File: src/hw/rtl/sec_queue.sv
// Small register queue between the front and back parts of the collision core.
// Generic over word width and depth; no package dependency.
module sec_queue #(
  parameter int unsigned WIDTH = 8,
  parameter int unsigned DEPTH = 2
) (
  input  logic             clk_i,
  input  logic             rst_ni,
  input  logic             push_i,
  input  logic [WIDTH-1:0] data_i,
  output logic             full_o,
  input  logic             pop_i,
  output logic [WIDTH-1:0] data_o,
  output logic             empty_o
);
  localparam int unsigned PtrW = (DEPTH > 1) ? $clog2(DEPTH) : 1;
  localparam int unsigned CntW = $clog2(DEPTH + 1);

  logic [WIDTH-1:0] mem_q [DEPTH];
  logic [PtrW-1:0]  wr_q, rd_q;
  logic [CntW-1:0]  cnt_q;
  logic             do_push, do_pop;

  assign full_o  = (cnt_q == CntW'(DEPTH));
  assign empty_o = (cnt_q == '0);
  assign do_push = push_i && !full_o;
  assign do_pop  = pop_i && !empty_o;
  assign data_o  = mem_q[rd_q];

  always_ff @(posedge clk_i or negedge rst_ni) begin
    if (!rst_ni) begin
      wr_q  <= '0;
      rd_q  <= '0;
      cnt_q <= '0;
    end else begin
      if (do_push) begin
        wr_q <= (wr_q == PtrW'(DEPTH - 1)) ? '0 : wr_q + 1'b1;
      end
      if (do_pop) begin
        rd_q <= (rd_q == PtrW'(DEPTH - 1)) ? '0 : rd_q + 1'b1;
      end
      cnt_q <= cnt_q + CntW'(do_push) - CntW'(do_pop);
    end
  end

  always_ff @(posedge clk_i) begin
    if (do_push) begin
      mem_q[wr_q] <= data_i;
    end
  end

  a_cnt_bound: assert property (@(posedge clk_i) disable iff (!rst_ni)
    cnt_q <= CntW'(DEPTH))
    else $error("queue count beyond depth");

  a_cnt_push: assert property (@(posedge clk_i) disable iff (!rst_ni)
    (do_push && !do_pop) |=> (cnt_q == $past(cnt_q) + 1'b1))
    else $error("queue count missed a push");

endmodule

File: config.mk
export PLATFORM = sky130hd
export DESIGN_NAME = sec_queue
export DESIGN_NICKNAME = d
export VERILOG_FILES = /design/src/hw/rtl/sec_queue.sv
export SDC_FILE = /design/constraint.sdc
export NUM_CORES = 1
export LEC_CHECK = 0
export ABC_CLOCK_PERIOD_IN_PS = 1500
export BUFFER_PORTS_ARGS = -buffer_cell sky130_fd_sc_hd__buf_2
export CAP_MARGIN = 20
export CORE_MARGIN = 3
export CORE_UTILIZATION = 44
export CTS_CLUSTER_SIZE = 8
export DETAILED_ROUTE_END_ITERATION = 16
export PLACE_DENSITY = 0.75
export SLEW_MARGIN = 30
export SYNTH_ARGS = -nofsm -noshare
export SYNTH_HDL_FRONTEND = slang
export SYNTH_SLANG_ARGS = --single-unit
File: constraint.sdc
create_clock -name clk_i -period 1.5 [get_ports clk_i]
set_input_delay 0.3 -clock clk_i [delete_from_list [all_inputs] [get_ports clk_i]]
set_output_delay 0.3 -clock clk_i [all_outputs]
set_load 0.1 [all_outputs]
==> summary.md, run 1 <==
| Metric | Value |
|---|---|
| Status | `finished, violations left` |
| Failing checks | `negative setup slack` |
| Max-cap violations | `0` |
| Max-slew violations | `0` |
| Hold_ws | `between 0.15 and 0.2 ns` |
| FF-to-FF Start | `cnt_q[0]` |
| RR Endpoint | `cnt_q[1]` |
| Min Tclk post-route | `between 1.5 and 2 ns` |
| Iter 0 DRT Violations | `6` |
| Startpoint types | `flop` |
| CORE AREA | `0.00159 sq mm` |
| Starting Density | `0.492` |
| Most frequent cell after synthesis | `edfxtp_1` |
| Vias per cell | `roughly 4.6` |
| Full die area | `between 0.002 and 0.0025 sq mm` |
| Post-Syn Area | `between 700 and 800 sq um` |
| Longest Clk Path Bufs | `2` |
| Clock Skew | `around 0.0038 ns` |
| Area contributors post-synth | `edfxtp_1 (61%), dfrtp_1 (13%), mux2_2 (11%), xnor2_1 (3.3%), ha_1 (3.2%)` |
| Worst Hold Depth | `1` |
| Area post-placement | `a little under 0.001 sq mm` |
| Worst slew margin | `0.751` |
| Hold path startpoint | `data_i[3]` |
| Fin nets | `93` |
| Number of global-route vias before repair | `~470` |
| # IOs | `22` |
| Root buffer cell | `clkbuf_4` |
| IO buf count | `21` |
| First-pass GRT wire length | `2.06 mm` |
| Sequential element share of the synthesized area | `0.740` |
| Num CTS Buffers | `3` |
| Area grow syn2layout | `54.5%` |
| Area share of fa/ha/maj cells after synthesis | `0.0319` |
| Max frequency | `610 MHz` |
| Flop2flop setup slack | `approximately 0.030 ns` |
| Setup crit end kind | `primary output` |
| Fillcell total | `a little over 100` |
| Mapped Avg Cell Area | `approximately 18 sq um` |
| GR Overflow Total | `0` |
| GP Congestion | `about 0.7` |
| Initial antenna violation count | `0` |
| DRC | `0` |
| Die W | `48.2 um` |
| Combinational family with the most area after synthesis | `multiplexers` |
| Final instance area | `between 0.001 and 0.0015 sq mm` |
| Antenna-violating nets left | `0` |
| Seq cells post-synth | `20` |
| Post-synth EDFFs | `16` |
| TritonCTS clock tree | `done` |
| Post-synth top cells | `edfxtp_1 (16), mux2_2 (8), dfrtp_1 (4), xnor2_1 (3)` |
| RSZ-0062 raised after global routing | `true` |
| Cell taking the most area after synthesis | `edfxtp_1` |
| Cells on worst reg2reg path | `7` |
| Final WL | `between 1 and 1.5 mm` |
| Crit path arrival time | `1.34 ns` |
| Post-place setup slack | `-0.0862 ns` |
| Share of layout cells above drive strength 1 | `0.705` |
| Worst path slowest cell | `dfrtp_2` |
| HPWL Detailed | `just over 900 um` |
| Vias | `~470` |
| XOR/XNOR Fraction of Synth Area | `0.0447` |
| Post-synth ARST share | `0.200` |
| Endpoints failing hold | `0` |
| Worst setup path class | `flop to primary output` |
| Worst Max-Slew Pin Slew | `around 0.37 ns` |
| Complex-gate fraction of the synthesized area | `0` |
| CP Buf/Inv Count | `2` |
| Worst-path maximum fanout | `4` |
| Synth warn | `0` |
| Mux share of post-synthesis cell area | `0.115` |
| Hold Path Class | `input port to flop` |
| DR WL/cell | `13.6 um` |
| Synth cell types | `14` |
| Rows | `14` |
| Clk_lat worst skew | `approximately 0.30 ns` |
| Synthesized instance count | `43` |
| Die Y | `between 40 and 50 um` |
| Setup slack after layout | `-0.141 ns` |
| Diode count | `0` |
| CP top delay family | `flip-flops` |
| # clock sinks | `20` |
| CTS H-Tree Depth | `1` |
| GRT Total Usage | `0.137` |
| Initial DRT Pass Iterations | `4` |
| Final setup vio count | `9` |
| Synthesized Nets | `57` |
| Slowest stage delay, CP | `0.38 ns` |
| Clk slew on worst S/H paths | `about 0.11 ns` |
| Crit share post-route | `1.09` |
| Top cell type's share of synthesized area | `0.612` |
| Post-synthesis simple-gate area fraction | `0.0447` |
| CP required | `around 1.2 ns` |
| Ys flop type | `edfxtp_1` |
| Hold EP | `mem_q[1][3]` |
| Largest net degree at the start of global routing | `13` |
| CP Cell Sequence | `buf_4, mux2_2, buf_8` |
[per-layer routing]
layer  global-route usage  share of wire  vias up  wire (um)
met5                    0              0        -          0
met4               0.0968          0.030        0         42
met3               0.0369          0.041        4         57
met2                0.232           0.56       14        775
met1                0.147           0.37      229        512
li1                     -              -      225          -
[worst max path at each step]
stage | depth (start not counted) | to | startpoint | slack, ns
floorplan | 7 | cnt_q[1] | cnt_q[0] | -0.40
global placement | 2 | data_o[1] | rd_q | 0.005
detailed placement | 7 | cnt_q[1] | cnt_q[0] | -0.09
CTS | 3 | data_o[3] | rd_q | -0.14
global route | 3 | data_o[3] | rd_q | -0.21
finish | 3 | data_o[0] | rd_q | -0.14
[logic make-up after synthesis]
family        count (synthesis)
simple gates                  6
xor+xnor                      4
fa+ha+maj                     2
mux                           8
flops                        20
buf+inv                       3
[worst register-to-register path: cells and delay by family (launching register included)]
family	cells	cell delay, ns
xor gates and xnor gates	2	0.25
and+or+nand+nor	2	0.20
buffers and inverters	1	0.04
adders and majority gates	2	0.41
DFF	1	0.45
[final cells by class]
| class | instances | area [sq um] | share of cell area |
|---|---|---|---|
| inverters | 2 | 10.0 | 0.00826 |
| flip-flops and latches | 20 | 584 | 0.482 |
| clock buffers | 3 | 22.5 | 0.0186 |
| well taps | 24 | 30.0 | 0.0248 |
| clock inverters | 1 | 30.0 | 0.0248 |
| multi-input cells | 20 | 238 | 0.196 |
| repair buffers | 32 | 298 | 0.246 |
[cells in the final DEF, fill, tap and decap left out, types with 2 or more instances in the layout]
| cell | count |
|---|---|
| mux2_2 | 8 |
| xnor2_1 | 2 |
| buf_8 | 3 |
| buf_2 | 11 |
| clkbuf_4 | 3 |
| buf_4 | 8 |
| buf_6 | 6 |
| buf_12 | 3 |
| ha_4 | 2 |
| dfrtp_2 | 3 |
| edfxtp_1 | 16 |
[sequential cells by signal (all words and copies together) (netlist names)]
name / flops
mem_q: 16
cnt_q: 2
wr_q: 1
rd_q: 1
[timing repair]
item / in CTS / in global routing
buffers inserted: 4 / 1
endpoints found under the hold margin: 4 / 0
pin swaps: 2 / 2
resized for setup: 30 / 7
setup endpoints to repair: 10 / 11
hold buffers: 1 / 0
[stage by stage]
| stage | instances | TNS (ns) | util |
|---|---|---|---|
| after floorplan | 43 | -0.627 | - |
| after global placement | 92 | 0 | 0.615 |
| after detailed placement | 92 | -0.215 | 0.615 |
| after CTS | 101 | -1.12 | 0.732 |
| after global routing | 102 | -1.68 | 0.761 |
| final | 102 | -1.13 | 0.761 |
Power of run 1 is left out: the tool's default activity adds up to more than one toggle a clock period on the data nets, which glitch-free logic cannot reach.
==> inputs of run 2 (changes only) <==
--- a/config.mk
+++ b/config.mk
@@ -5,6 +5,7 @@
 export SDC_FILE = /design/constraint.sdc
 export NUM_CORES = 1
 export LEC_CHECK = 0
+export ABC_AREA = 1
 export ABC_CLOCK_PERIOD_IN_PS = 1500
 export BUFFER_PORTS_ARGS = -buffer_cell sky130_fd_sc_hd__buf_2
 export CAP_MARGIN = 20
@@ -12,7 +13,7 @@
 export CORE_UTILIZATION = 44
 export CTS_CLUSTER_SIZE = 8
 export DETAILED_ROUTE_END_ITERATION = 16
-export PLACE_DENSITY = 0.75
+export PLACE_DENSITY = 0.74
 export SLEW_MARGIN = 30
 export SYNTH_ARGS = -nofsm -noshare
 export SYNTH_HDL_FRONTEND = slang
==> summary.md, run 2 <==
| Metric | Value |
|---|---|
| Post-place setup slack | `0.0832 ns (+0.169 ns)` |
| Final setup vio count | `3 (-6)` |
| Biggest register | `mem_q` |
| Met2 wire length | `848 um (+9.4%)` |
| IO buf count | `21 (unchanged)` |
| Full die area | `0.00243 sq mm (+4.3%)` |
| Fillcell total | `130 (+29%)` |
| Final WL | `1.46 mm (+5.4%)` |
| HPWL Detailed | `1.05 mm (+16%)` |
| CP Buf/Inv Count | `2 (unchanged)` |
| Initial DRT Pass Iterations | `4 (unchanged)` |
| Most frequent cells in the layout | `nand2_1 (20), nand2_2 (17), edfxtp_1 (16)` |
| Top cell type's share of synthesized area | `0.584 (-0.0289)` |
| # clock sinks | `20 (unchanged)` |
| Clock Skew | `0.00137 ns (-0.00241 ns)` |
| Share of layout cells above drive strength 1 | `0.495 (-0.210)` |
| Setup crit end kind | `primary output` |
| Area grow syn2layout | `48.3%` |
| Crit path arrival time | `1.21 ns (-0.13 ns)` |
| Vias | `584 (+24%)` |
| Area share of fa/ha/maj cells after synthesis | `0.0304 (-0.00150)` |
| Hold Path Class | `input port to flop` |
| DR WL met3 | `103 um (+81%)` |
| Flop2flop setup slack | `0.11 ns (+0.08 ns)` |
| Mux share of post-synthesis cell area | `0 (-0.115)` |
| Ys flop type | `edfxtp_1` |
| Fin Setup TNS | `-0.0101 ns (+1.12 ns)` |
| Most frequent cell after synthesis | `nand2_1` |
| DR WL/cell | `11.3 um (-17%)` |
| Post-synthesis simple-gate area fraction | `0.198 (+0.153)` |
| CP top delay family | `flip-flops` |
| Rows | `15 (+1)` |
| CP Cell Sequence | `inv_4, nand2_1, nand2_2, buf_12` |
| Sequential element share of the synthesized area | `0.705 (-0.0349)` |
| Post-synth ARST share | `0.200 (unchanged)` |
| Endpoints failing hold | `0 (unchanged)` |
| Complex-gate fraction of the synthesized area | `0 (unchanged)` |
| # IOs | `22 (unchanged)` |
| Longest Clk Path Bufs | `2 (unchanged)` |
| Max-cap violations | `0 (unchanged)` |
| Post-synth EDFFs | `16 (unchanged)` |
| Hold EP | `mem_q[1][3]` |
| Synth cell types | `11 (-3)` |
| Max frequency | `663 MHz (+8.9%)` |
| Top flop regs | `mem_q (16), cnt_q (2)` |
| Worst setup path class | `flop to primary output` |
| GR Overflow Total | `0 (unchanged)` |
| Cells on worst reg2reg path | `10 (+3)` |
| GRT Total Usage | `0.133 (-0.00382)` |
| Met1 wire length | `502 um (-2.0%)` |
| Max reg flops | `16 (unchanged)` |
| GP Congestion | `0.721 (+4.9%)` |
| Synthesized Nets | `89 (+56%)` |
| Failing checks | `negative setup slack` |
| CORE AREA | `0.00175 sq mm (+9.5%)` |
| Min Tclk post-route | `1.51 ns (-0.133 ns)` |
| Most common cell after layout, fill and taps aside | `nand2_1` |
| Area contributors post-synth | `edfxtp_1 (58%), nand2_1 (16%), dfrtp_1 (12%), inv_1 (4.1%), ha_1 (3.0%)` |
| Seq cells post-synth | `20 (unchanged)` |
| Max-slew violations | `0 (unchanged)` |
| Crit path from | `rd_q` |
| Worst path slowest cell | `dfrtp_2` |
| Iter 0 DRT Violations | `10 (+4)` |
| Worst Max-Slew Pin Slew | `0.317 ns (-0.0568 ns)` |
| Setup slack after layout | `-0.00729 ns (+0.133 ns)` |
| Number of global-route vias before repair | `613 (+31%)` |
| Diode count | `0 (unchanged)` |
| CTS H-Tree Depth | `1 (unchanged)` |
| Die W | `49.3 um (+2.1%)` |
| Post-synth top cells | `nand2_1 (35), edfxtp_1 (16), inv_1 (9), dfrtp_1 (4), nand3_1 (3)` |
| Starting Density | `0.472 (-0.0205)` |
| Root buffer cell | `clkbuf_4` |
| Mapped Avg Cell Area | `11.0 sq um (-40%)` |
| Worst-path maximum fanout | `9 (+5)` |
| Clk slew on worst S/H paths | `0.10 ns (about the same)` |
| Die Y | `49.3 um (+2.1%)` |
| Hold path startpoint | `data_i[3]` |
| Clk_lat worst skew | `0.29 ns (about the same)` |
| Max Used Layer | `met4` |
| Cell taking the most area after synthesis | `edfxtp_1` |
| RSZ-0062 raised after global routing | `true` |
| Antenna-violating nets left | `0 (unchanged)` |
| Worst slew margin | `0.789 (+0.0376)` |
| TritonCTS clock tree | `done` |
| Largest net degree at the start of global routing | `12 (-1)` |
| Vias per cell | `4.49 (-2.9%)` |
| XOR/XNOR Fraction of Synth Area | `0 (-0.0447)` |
| Slowest stage delay, CP | `0.47 ns (+0.09 ns)` |
| Synthesized instance count | `75 (+74%)` |
| Startpoint types | `flop` |
| Num CTS Buffers | `3 (unchanged)` |
| FF-to-FF Start | `cnt_q[1]` |
| Initial antenna violation count | `0 (unchanged)` |
| Worst Hold Depth | `1 (unchanged)` |
| DRC | `0 (unchanged)` |
| Crit share post-route | `1.00 (-0.0889)` |
| Status | `finished, violations left` |
| RR Endpoint | `cnt_q[1]` |
| Combinational family with the most area after synthesis | `simple AND/OR/NAND/NOR gates` |
| Post-Syn Area | `823 sq um (+4.9%)` |
| Fin nets | `120 (+29%)` |
| Synth warn | `0 (unchanged)` |
| CP required | `1.20 ns (about the same)` |
| First-pass GRT wire length | `2.42 mm (+17%)` |
-- run 2: area by class of cell --
| type | instances | area [sq um] | area share |
|---|---|---|---|
| clock inverter | 1 | 3.75 | 0.00307 |
| inverter | 11 | 43.8 | 0.0359 |
| clock buffer | 3 | 22.5 | 0.0184 |
| timing repair buffer | 27 | 310 | 0.254 |
| tap | 25 | 31.3 | 0.0256 |
| multi-input combinational | 43 | 228 | 0.186 |
| sequential | 20 | 582 | 0.476 |
-- run 2: how the worst max path moves through the flow --
stage	to	cells past startpoint
finish	data_o[6]	4
global placement	cnt_q[1]	10
floorplan	full_o	3
CTS	data_o[6]	4
detailed placement	cnt_q[1]	10
global route	data_o[2]	4
-- run 2: through the flow --
stage | area, sq um | utilization | hold WS [ns] | cells
floorplan | 843 | - | 0.00441 | 75
CTS | 1220 | 0.697 | 0.184 | 130
global placement | 1130 | 0.645 | 0.111 | 121
finish | 1220 | 0.700 | 0.187 | 130
detailed placement | 1130 | 0.645 | 0.111 | 121
global route | 1220 | 0.700 | 0.181 | 130
-- run 2: routing by layer --
metal  vias to the layer above  global-route usage
met5                         -                   0
met4                         0              0.0427
met3                         2              0.0398
met2                        16               0.261
met1                       269               0.130
li1                        297                   -
-- run 2: logic make-up (layout without fill, tap and decap cells) --
logic type,Yosys count,after routing
buf+inv,12,42
simple gates,41,41
flops,20,20
fa+ha+maj,2,2
-- run 2: timing repair --
item / 4_1_cts / 5_1_grt
hold endpoints to repair: 4 / 0
endpoints found under the setup margin: 8 / 10
buffers inserted: 4 / 0
hold buffers: 1 / 0
resized for setup: 10 / 4
pin swaps: 1 / 0
Power of run 2 is left out for the same reason.
